## config.mk

```make
export PLATFORM = sky130hd
export DESIGN_NAME = vbf_ctrl
export DESIGN_NICKNAME = d
export VERILOG_FILES = /design/src/vbf_pkg.sv /design/src/vbf_ctrl.sv
export VERILOG_INCLUDE_DIRS = /design/src /design/src/src
export SDC_FILE = /design/constraint.sdc
export NUM_CORES = 1
export LEC_CHECK = 0
export BUFFER_PORTS_ARGS = -buffer_cell sky130_fd_sc_hd__buf_4
export CAP_MARGIN = 30
export CORE_AREA = 10 10 70 58
export DETAILED_ROUTE_END_ITERATION = 6
export DIE_AREA = 0 0 80 68
export SYNTH_ARGS = -nofsm -noshare
export SYNTH_HDL_FRONTEND = slang
export SYNTH_SLANG_ARGS = --single-unit
export TNS_END_PERCENT = 100
```

## constraint.sdc

```tcl
create_clock -name clk -period 3.5 [get_ports clk]
set_clock_uncertainty 0.05 [all_clocks]
set_input_delay 0.35 -clock clk [delete_from_list [all_inputs] [get_ports clk]]
set_output_delay 0.35 -clock clk [all_outputs]
set_load 0.05 [all_outputs]
```

## src/assert_macros.svh

```systemverilog
// Assertion macros shared by the voxel boundary face extractor.
// Every macro samples on clk and is disabled while rst is high.
`ifndef ASSERT_MACROS_SVH
`define ASSERT_MACROS_SVH

// check that a condition holds at every clock edge
`define ASSERT_ALWAYS(lbl, expr) \
  lbl: assert property (@(posedge clk) disable iff (rst) (expr)) \
    else $error("assertion failed");

// check that the antecedent implies the consequent in the same cycle
`define ASSERT_IMPLIES(lbl, ante, cons) \
  lbl: assert property (@(posedge clk) disable iff (rst) (ante) |-> (cons)) \
    else $error("assertion failed");

// check that the antecedent implies the consequent in the next cycle
`define ASSERT_NEXT(lbl, ante, cons) \
  lbl: assert property (@(posedge clk) disable iff (rst) (ante) |=> (cons)) \
    else $error("assertion failed");

`endif

```

## src/vbf_pkg.sv

```systemverilog
`timescale 1ns / 1ps
// Shared types, codes and the per-face corner table of the voxel boundary face extractor.
// No dependencies.
package vbf_pkg;

  localparam int COORD_W    = 4;
  localparam int DIM_W      = 5;
  localparam int CORNER_W   = 13;
  localparam int FACE_W     = 3;
  localparam int NUM_FACES  = 6;
  localparam int CNT_W      = 3;
  localparam int CFG_IDX_W  = 2;
  localparam int IN_DATA_W  = 16;
  localparam int OUT_DATA_W = 80;

  localparam logic [CFG_IDX_W-1:0] CFG_CELLS_X = 2'd0;
  localparam logic [CFG_IDX_W-1:0] CFG_CELLS_Y = 2'd1;
  localparam logic [CFG_IDX_W-1:0] CFG_CELLS_Z = 2'd2;

  localparam logic [DIM_W-1:0] DIM_RESET = 5'd16;

  localparam logic CMD_WRITE   = 1'b0;
  localparam logic CMD_EXTRACT = 1'b1;

  localparam logic [FACE_W-1:0] FACE_PZ = 3'd0;
  localparam logic [FACE_W-1:0] FACE_NZ = 3'd1;
  localparam logic [FACE_W-1:0] FACE_PY = 3'd2;
  localparam logic [FACE_W-1:0] FACE_NY = 3'd3;
  localparam logic [FACE_W-1:0] FACE_PX = 3'd4;
  localparam logic [FACE_W-1:0] FACE_NX = 3'd5;

  localparam logic [CNT_W-1:0] RD_CENTER = 3'd0;
  localparam logic [CNT_W-1:0] RD_PZ     = 3'd1;
  localparam logic [CNT_W-1:0] RD_NZ     = 3'd2;
  localparam logic [CNT_W-1:0] RD_PY     = 3'd3;
  localparam logic [CNT_W-1:0] RD_NY     = 3'd4;
  localparam logic [CNT_W-1:0] RD_PX     = 3'd5;
  localparam logic [CNT_W-1:0] RD_NX     = 3'd6;

  // corner code: bit0 +1 in x, bit1 +1 in y, bit2 +1 in z
  localparam logic [2:0] FACE_CORNERS [NUM_FACES][NUM_FACES] = '{
    '{3'd5, 3'd4, 3'd6, 3'd5, 3'd6, 3'd7},
    '{3'd0, 3'd1, 3'd3, 3'd0, 3'd3, 3'd2},
    '{3'd2, 3'd3, 3'd7, 3'd2, 3'd7, 3'd6},
    '{3'd0, 3'd5, 3'd1, 3'd0, 3'd4, 3'd5},
    '{3'd1, 3'd5, 3'd7, 3'd1, 3'd7, 3'd3},
    '{3'd4, 3'd0, 3'd2, 3'd4, 3'd2, 3'd6}
  };

  typedef enum logic [2:0] {
    ST_CLEAR,
    ST_IDLE,
    ST_READ,
    ST_SETTLE,
    ST_EMIT
  } state_t;

  typedef struct packed {
    logic              ready;
    logic              clear;
    logic              rd_en;
    logic [CNT_W-1:0]  rd_sel;
    logic              load_out;
    logic [FACE_W-1:0] face;
    logic              last;
  } cmd_t;

  typedef struct packed {
    logic                 in_valid;
    logic                 in_extract;
    logic                 in_grid;
    logic                 clear_last;
    logic                 center_full;
    logic [NUM_FACES-1:0] exposed;
    logic                 out_free;
  } status_t;

  function automatic logic [2:0] corner_code(input logic [FACE_W-1:0] f,
                                             input logic [2:0] k);
    logic [2:0] code;
    code = '0;
    if (f < FACE_W'(NUM_FACES) && k < 3'(NUM_FACES)) begin
      code = FACE_CORNERS[f][k];
    end
    return code;
  endfunction

endpackage

```

## src/vbf_ctrl.sv

```systemverilog
`timescale 1ns / 1ps
// Controller of the voxel boundary face extractor: clear pass, neighbor reads, face emission.
// Depends on vbf_pkg and assert_macros.svh.
`include "assert_macros.svh"
module vbf_ctrl (
  input  logic            clk,
  input  logic            rst,
  input  vbf_pkg::status_t st,
  output vbf_pkg::cmd_t    cmd
);
  import vbf_pkg::*;

  state_t               state, state_next;
  logic [CNT_W-1:0]     cnt, cnt_next;
  logic                 accept;
  logic [NUM_FACES-1:0] above_mask;
  logic                 is_last;

  assign accept     = (state == ST_IDLE) && st.in_valid;
  assign above_mask = NUM_FACES'(6'h3e << cnt);
  assign is_last    = (st.exposed & above_mask) == '0;

  always_ff @(posedge clk) begin
    if (rst) begin
      state <= ST_CLEAR;
      cnt   <= '0;
    end else begin
      state <= state_next;
      cnt   <= cnt_next;
    end
  end

  always_comb begin
    state_next = state;
    cnt_next   = cnt;
    unique case (state)
      ST_CLEAR: begin
        if (st.clear_last) state_next = ST_IDLE;
      end
      ST_IDLE: begin
        if (accept && st.in_extract && st.in_grid) begin
          state_next = ST_READ;
          cnt_next   = '0;
        end
      end
      ST_READ: begin
        if (cnt == RD_NX) begin
          state_next = ST_SETTLE;
          cnt_next   = '0;
        end else begin
          cnt_next = cnt + 1'b1;
        end
      end
      ST_SETTLE: begin
        state_next = ST_EMIT;
      end
      ST_EMIT: begin
        if (!st.center_full) begin
          state_next = ST_IDLE;
        end else if (!st.exposed[cnt] || st.out_free) begin
          if (cnt == FACE_NX) state_next = ST_IDLE;
          else cnt_next = cnt + 1'b1;
        end
      end
      default: begin
        state_next = ST_CLEAR;
      end
    endcase
  end

  always_comb begin
    cmd        = '0;
    cmd.rd_sel = cnt;
    cmd.face   = cnt;
    cmd.last   = is_last;
    unique case (state)
      ST_CLEAR:  cmd.clear = 1'b1;
      ST_IDLE:   cmd.ready = 1'b1;
      ST_READ:   cmd.rd_en = 1'b1;
      ST_SETTLE: cmd.rd_en = 1'b0;
      ST_EMIT:   cmd.load_out = st.center_full && st.exposed[cnt] && st.out_free;
      default:   cmd.clear = 1'b0;
    endcase
  end

  `ASSERT_NEXT(a_no_load_after_last, cmd.load_out && cmd.last, !cmd.load_out)
  `ASSERT_IMPLIES(a_empty_no_load, !st.center_full, !cmd.load_out)
  `ASSERT_IMPLIES(a_read_entry, (state == ST_READ) && (cnt == RD_CENTER), $past(st.in_valid && st.in_extract && st.in_grid))

endmodule

```

Yosys cells after proc, flatten, opt, wreduce, memory -nomap -nowiden. Index checks and enable logic that the tools add are counted.

Register bits: 6. Output and inout port bits: 11. Word-level logic and storage cells: 51.

Add/subtract/negate cells: 1. Order comparisons: 1. Eq/ne operators: 14. Shifts and indexed selects: 1. Mux-type cells: 19. Bitwise logic cells: 1. Reductions and logical operators: 12.

Operators by type and width (number): $mux 3 (11); $pmux 3 s5 (1); $ne 2x2->1 const B (5); $reduce_and 5->1 (2); $eq 3x3->1 const B (3); $pmux 3 s3 (1); $and 6x6->6 (1); $eq 3x2->1 const B (2); $logic_not 6->1 (1); $ne 3x3->1 const B (2); $shl 6x3->6 const A (1); $logic_and 1x1->1 (5); $mux 1 (5); $lt 3x4->1 const B (1); $add 3x1->3 const B (1); $bmux 1 s3 (1); $eq 3x1->1 const B (1); $logic_not 3->1 (1); $reduce_bool 3->1 (1); $ne 2x1->1 const B (1); $logic_not 1->1 (1); $logic_or 1x1->1 (1).

Logic depth before layout (Yosys ltp). Gate-level depths: netlist of the first run.

Word-level depth: 7. Gate-level depth with buffers: 8. Depth with buffers taken out: 7.

Worst setup path before layout of the first run. OpenSTA, ideal clock, no wires.

Kind: reg2out. Start: register cnt[0]. End: output cmd[4] (netlist bit). Data arrival time: 2.113 ns. Required time: 3.100 ns. Path slack: 0.987 ns. Stages on the path, launching flop included: 6. Path buffers: 1. Cell sequence: dfxtp_1 > buf_4 > mux2i_1 > nor3_1 > o21ai_1 > nor2_1.

RTL lines: start, declared (RTL line vbf_ctrl.sv:14) `logic [CNT_W-1:0] cnt, cnt_next;`; start signal, assigned (RTL line vbf_ctrl.sv:29) `cnt <= cnt_next;`; end, declared (RTL line vbf_ctrl.sv:9) `output vbf_pkg::cmd_t cmd`.

==> results.ini, run 1 <==
[yosys]
avgSynthCellArea_um2 = 8.28
synthCells = 78
synthesis.nets = 97
synth_seq_cells = 6
yosys_warnings = 0
seq_area_frac_synth_pct = 18.6
syn_area_um2 = 646
synth_area_leader_cell = dfxtp_1
ys_types = 30
synth_area_leaders = dfxtp_1 19%, ha_1 9.7%, mux2i_1 9.3%
synth_top_cell_area_share_pct = 18.6

[setup_path]
critPathSlowestCell = dfxtp_1
cp_data_arrival_time_ns = 2.00
r2r_cells = 7
path_common_cell = a21oi_1
startpoint_type = flip-flop
worstSetupPathType = reg2out
worstPathRequired_ns = 3.10
crit_end = cmd[0]
cp.depth = 7
critical_path.startpoint = cnt[0]
crit_buf_inv = 2
cpPeakStageDelay_ns = 0.55
end_kind = output port
timing.rr.end = cnt[0]
r2r_start = cnt[1]
crit_fanout = 10
path_delay_family = compound AO/OA/AOI/OAI gates
reg2reg_slack_ns = 1.72
crit_chain = inv_1 > ha_1 > a211o_1 > a21oi_1 > a21oi_1 > a21oi_1 > buf_4

[route]
viasPerCell = 4.52
wl_per_cell_um = 13.1
drc = 0
dr_wl_met2_um = 759
wl_met1_um = 755
first_pass_iters = 4
drt_iter0_drc = 35
wl_met3_um = 163
ant_nets = 0
routed_wl_um = 1740
routed-via-count = 601
top_layer = met4

[power_and_ir_drop]
power.total_uw = 489
power.internal_uw = 245
netSwitchingFraction_pct = 49.9
p_per_area_nw_per_um2 = 594
clockPowerShare_pct = 13.3
p_switching_uw = 244
comb_power_share_pct = 62.1
pwr-share-seq_pct = 24.6
p_leak_nw = 0.338
ir_drop_uv = 193

[floorplanning]
chipHeight_um = 68
die_w_um = 80
initial_utilization_pct = 23.3
row_count = 17
die_area_um2 = 5440
coreArea_um2 = 2770
ioPinCount = 25

[hold_path]
hold_path.class = in2reg
hold_depth = 2

[place]
dpl.hpwl_um = 1440
portBuffers = 24
gp_congestion = 0.776

[sta]
tightest_slew_ns = 0.386
tns_ns = 0
timing_max_transition_violations_final = 0
relSlewSlack_pct = 74.1
setup_viol = 0
rsz0062_at_grt = false
period_share_pct = 68.4
fmax_mhz = 417
layout_min_cycle_time_ns = 2.40
hold_viol = 0

[clock_network]
cts_buffer_depth = 2
post_cts_resized = 0
cts_setup_buffers = 0
cts_max_level = 1
cts_sinks = 6
postCtsHoldBufs = 0
cts_tree = done
clk_pin_slew_ns = 0.04
cts_root_buf = clkbuf_4
clock_latency_ns = 0.25
cts_buffers = 3

[job]
cap_violations = 0

[cells_and_area]
final_common_cell = buf_4
fin_nets = 116
antennaDiodeCount = 0
area_growth_pct = 27.7
final_cell_mix = 24 x buf_4, 7 x nand2_1, 6 x inv_1, 6 x mux2i_1, 6 x dfxtp_1
drive_gt1_share_pct = 35.8

[grt]
grt_pass1_vias = 590
grt_usage_pct = 6.56
grt-ovfl-total = 0
antenna_found_initial = 0
grt_max_degree = 12
grt_first_pass_wirelength_um = 2700

[status]
outcome = finished, final reports clean

worst register-to-register path: stages (launching register included):
cell,delay (ns)
dfxtp_1,0.50
inv_1,0.14
ha_1,0.22
nand2_1,0.12
nand2_2,0.10
o31ai_4,0.24
a21oi_1,0.11
a32o_1,0.20
final cells by class:
cell class	count	area [um^2]
timing repair buffer	24	180
tap	38	47.5
clock buffer	3	22.5
sequential	6	120
multi-input combinational	56	432
fill	315	1940
inverter	6	22.5
registers in the layout (all words and copies together) (netlist names):
| signal | cells |
|---|---|
| cnt | 3 |
| state | 3 |
how the worst min path moves through the flow:
| stage | from | to |
|---|---|---|
| floorplan | st[0] | state[0] |
| global placement | cnt[1] | cnt[1] |
| detailed placement | rst | state[1] |
| CTS | rst | state[1] |
| global route | rst | state[1] |
| finish | rst | state[1] |
power groups by stage:
stage / Combinational (mW) / Clock, mW / Sequential [mW]
2_1_floorplan: 0.274 / 0 / 0.0979
3_3_place_gp: 0.307 / 0 / 0.120
3_5_place_dp: 0.309 / 0 / 0.122
4_1_cts: 0.310 / 0.0682 / 0.120
5_1_grt: 0.323 / 0.0737 / 0.124
6_report: 0.304 / 0.0651 / 0.121
Yosys cell counts:
cell / instances
nand3b_1: 1
o22ai_1: 2
nand2_2: 2
a32o_1: 2
a211o_1: 1
o2111ai_1: 1
nor4bb_1: 1
buf_4: 6
nor3_1: 2
mux2i_1: 6
inv_1: 6
xor2_1: 1
a21oi_1: 5
ha_1: 5
o21ai_1: 1
buf_2: 3
o31ai_4: 1
nand2b_1: 5
a32oi_2: 1
nand3_1: 1
dfxtp_1: 6
nand2_1: 7
buf_6: 1
nor3b_2: 1
o21ai_0: 2
and4bb_4: 1
o211ai_2: 1
nor4_1: 1
nor2_1: 4
nor3b_1: 1
layer usage:
| metal | vias to the layer above | GRT usage (%) |
|---|---|---|
| met3 | 4 | 3.01 |
| met5 | - | 0 |
| li1 | 309 | - |
| met2 | 22 | 10.2 |
| met4 | 0 | 5.92 |
| met1 | 266 | 6.61 |
kinds of logic (layout without fill, tap and decap cells):
| group | after synthesis | count (layout) | synth area share, % |
|---|---|---|---|
| and+or+nand+nor | 27 | 27 | 24.8 |
| muxes | 6 | 6 | 9.30 |
| xor gates and xnor gates | 1 | 1 | 1.36 |
| DFF | 6 | 6 | 18.6 |
| buffers and inverters | 16 | 33 | 14.5 |
| adders and majority gates | 5 | 5 | 9.69 |
| AOI/OAI and AO/OA | 17 | 17 | 21.7 |
stage by stage:
step                worst slack, ns  hold WS [ns]  instance area [um^2]  instances  utilization [%]
finish                         1.10         0.286                   825        133             29.8
global route                  0.953         0.276                   825        133             29.8
CTS                            1.08         0.277                   825        133             29.8
detailed placement             1.37         0.542                   802        130             29.0
global placement               1.47         0.540                   802        130             29.0
floorplan                     0.987         0.528                   646         78                -
No activity file was read; power rests on OpenSTA's default activity.
==> run 2, diff against run 1 <==
--- a/config.mk
+++ b/config.mk
@@ -6,11 +6,12 @@
 export SDC_FILE = /design/constraint.sdc
 export NUM_CORES = 1
 export LEC_CHECK = 0
+export ABC_AREA = 1
 export BUFFER_PORTS_ARGS = -buffer_cell sky130_fd_sc_hd__buf_4
 export CAP_MARGIN = 30
-export CORE_AREA = 10 10 70 58
+export CORE_AREA = 10 10 71 58
 export DETAILED_ROUTE_END_ITERATION = 6
-export DIE_AREA = 0 0 80 68
+export DIE_AREA = 0 0 81 68
 export SYNTH_ARGS = -nofsm -noshare
 export SYNTH_HDL_FRONTEND = slang
 export SYNTH_SLANG_ARGS = --single-unit
==> constraint.sdc (replaced) <==
create_clock -name clk -period 2.4 [get_ports clk]
set_clock_uncertainty 0.05 [all_clocks]
set_input_delay 0.24 -clock clk [delete_from_list [all_inputs] [get_ports clk]]
set_output_delay 0.24 -clock clk [all_outputs]
set_load 0.05 [all_outputs]
==> run 2 against run 1 <==
Sequential power is 49% higher. Register-to-register slack worse by 0.90 ns. Largest power group unchanged. First-iteration DRC count is 94% higher. Synthesized cell count is 32% higher. Via count is 10% higher.
==> results.ini, run 2 <==
[status]
outcome = finished, final reports clean

[clock_network]
cts_buffers = 3
cts_setup_buffers = 0
cts_sinks = 6
postCtsHoldBufs = 0
post_cts_resized = 0
cts_buffer_depth = 2
clock_latency_ns = 0.22
cts_root_buf = clkbuf_8
cts_max_level = 1
clk_pin_slew_ns = 0.03
cts_tree = done

[hold_path]
holdCritStartpoint = rst
hold-path-endpoint = state[0]
hold_depth = 2
hold_path.class = in2reg

[cells_and_area]
fin_nets = 147
drive_gt1_share_pct = 34.9
final_cell_mix = 24 x buf_4, 19 x nand2_1, 17 x inv_1
area_growth_pct = 36.3
antennaDiodeCount = 0
final_common_cell = buf_4
largestRegisters = cnt: 3 flops, state: 3 flops

[setup_path]
r2r_cells = 8
crit_chain = inv_2 > ha_1 > a21oi_1 > a2bb2oi_1 > buf_4
critPathSlowestCell = dfxtp_1
path_delay_family = flip-flops
worstSetupPathType = reg2out
startpoint_type = flip-flop
cpPeakStageDelay_ns = 0.48
worstPathRequired_ns = 2.11
crit_buf_inv = 2
cp_data_arrival_time_ns = 1.59
reg2reg_slack_ns = 0.82
timing.rr.end = state[0]
r2r_start = cnt[0]
crit_fanout = 8
end_kind = output port

[floorplanning]
coreArea_um2 = 2810
die_w_um = 81
ioPinCount = 25
die_area_um2 = 5510
initial_utilization_pct = 23.4
row_count = 17
chipHeight_um = 68

[yosys]
ys_types = 20
synth_seq_cells = 6
yosys_most_used_dff = dfxtp_1
yosys_warnings = 0
synth_area_leader_cell = dfxtp_1
synth.top_cells.by_count = 19 x nand2_1, 17 x inv_1, 11 x nand3_1
synth.area.mux_share_pct = 0
synth_top_family_by_area = simple AND/OR/NAND/NOR gates
synth_area_leaders = dfxtp_1 18%, nand2_1 11%, inv_1 9.7%
synth_xor_area_share_pct = 0
async_reset_ff_share_pct = 0
synthesis.nets = 122
synth_compound_area_share_pct = 14.4
syn_area_um2 = 658
synthAdderAreaFrac_pct = 9.51
synthCells = 103
synth_edf_count = 0
synth_top_cell_area_share_pct = 18.3
avgSynthCellArea_um2 = 6.39
synthSimpleGateAreaFrac_pct = 40.1
seq_area_frac_synth_pct = 18.3
synth_most_common_cell = nand2_1

[sta]
hold_viol = 0
setup_viol = 0
tightest_slew_ns = 0.294
layout_min_cycle_time_ns = 1.88
relSlewSlack_pct = 80.4
timing_max_transition_violations_final = 0
rsz0062_at_grt = false
fmax_mhz = 532
period_share_pct = 78.3
tns_ns = 0

[route]
routed-via-count = 663
wl_per_cell_um = 10.1
viasPerCell = 4.04
wl_met3_um = 85
top_layer = met3
dr_wl_met2_um = 803
drt_iter0_drc = 68
ant_nets = 0
first_pass_iters = 4
wl_met1_um = 763
routed_wl_um = 1650
drc = 0

[grt]
grt_usage_pct = 5.93
grt_max_degree = 9
grt_first_pass_wirelength_um = 2630
grt-ovfl-total = 0
grt_pass1_vias = 615
antenna_found_initial = 0

[place]
portBuffers = 24
dpl.hpwl_um = 1430
gp_congestion = 0.725

[power_and_ir_drop]
power.total_mw = 1.07
p_per_area_nw_per_um2 = 1190
p_leak_nw = 0.469
ir_drop_uv = 362

[job]
cap_violations = 0

-- run 2: cell types whose count changed in the layout (fill, tap and decap cells not counted), moves of 3 or more --
cell	previous run	this run
clkbuf_8	0	3
inv_1	6	17
nand2b_1	5	0
clkbuf_4	3	0
nand3_1	1	11
mux2i_1	6	0
nor2_1	4	10
inv_2	0	5
a21oi_1	5	8
nand2_1	7	19
-- run 2: how the worst max path moves through the flow --
stage	start	end	slack (ns)	depth (start not counted)
2_1_floorplan	cnt[0]	cmd[4]	0.21	8
3_3_place_gp	cnt[0]	cmd[0]	0.80	5
3_5_place_dp	cnt[0]	cmd[0]	0.76	5
4_1_cts	cnt[0]	cmd[0]	0.53	5
5_1_grt	cnt[0]	cmd[0]	0.39	5
6_report	cnt[0]	cmd[0]	0.52	5
-- run 2: report_power, final --
part | switching, mW | internal [mW] | leakage, nW
Sequential | 0.0464 | 0.133 | 0.0494
Combinational | 0.497 | 0.247 | 0.398
Clock | 0.0366 | 0.107 | 0.0216
-- run 2: layer usage --
metal / track usage (%) / vias up
met1: 6.62 / 283
met4: 1.94 / 0
met5: 0 / -
li1: - / 367
met2: 10.4 / 13
met3: 2.09 / 0
-- run 2: area by class of cell --
cell class | count | area (um^2)
Fill cell | 320 | 1910
Multi-Input combinational cell | 70 | 422
Timing Repair Buffer | 24 | 180
Sequential cell | 6 | 120
Inverter | 23 | 86.3
Tap cell | 38 | 47.5
Clock buffer | 3 | 41.3
-- run 2: stage by stage --
step | util (%) | setup slack, ns | cells | hold slack [ns] | instance area (um^2)
5_1_grt | 32.0 | 0.391 | 164 | 0.140 | 897
3_5_place_dp | 30.5 | 0.757 | 161 | 0.367 | 856
4_1_cts | 32.0 | 0.528 | 164 | 0.141 | 897
2_1_floorplan | - | 0.213 | 103 | 0.259 | 658
3_3_place_gp | 30.5 | 0.805 | 161 | 0.358 | 856
6_report | 32.0 | 0.522 | 164 | 0.138 | 897
-- run 2: worst reg2reg max path, stage by stage, from the launching register on --
cell     delay, ns
dfxtp_1       0.38
inv_2         0.15
ha_1          0.20
nand2_1       0.07
nand2_2       0.10
inv_1         0.08
nor3_4        0.23
nand3_1       0.12
a21oi_1       0.14
-- run 2: logic make-up after synthesis --
kind of cell	Yosys count
AOI/OAI and AO/OA	15
adders and majority gates	5
DFF	6
and+or+nand+nor	50
buffers and inverters	27
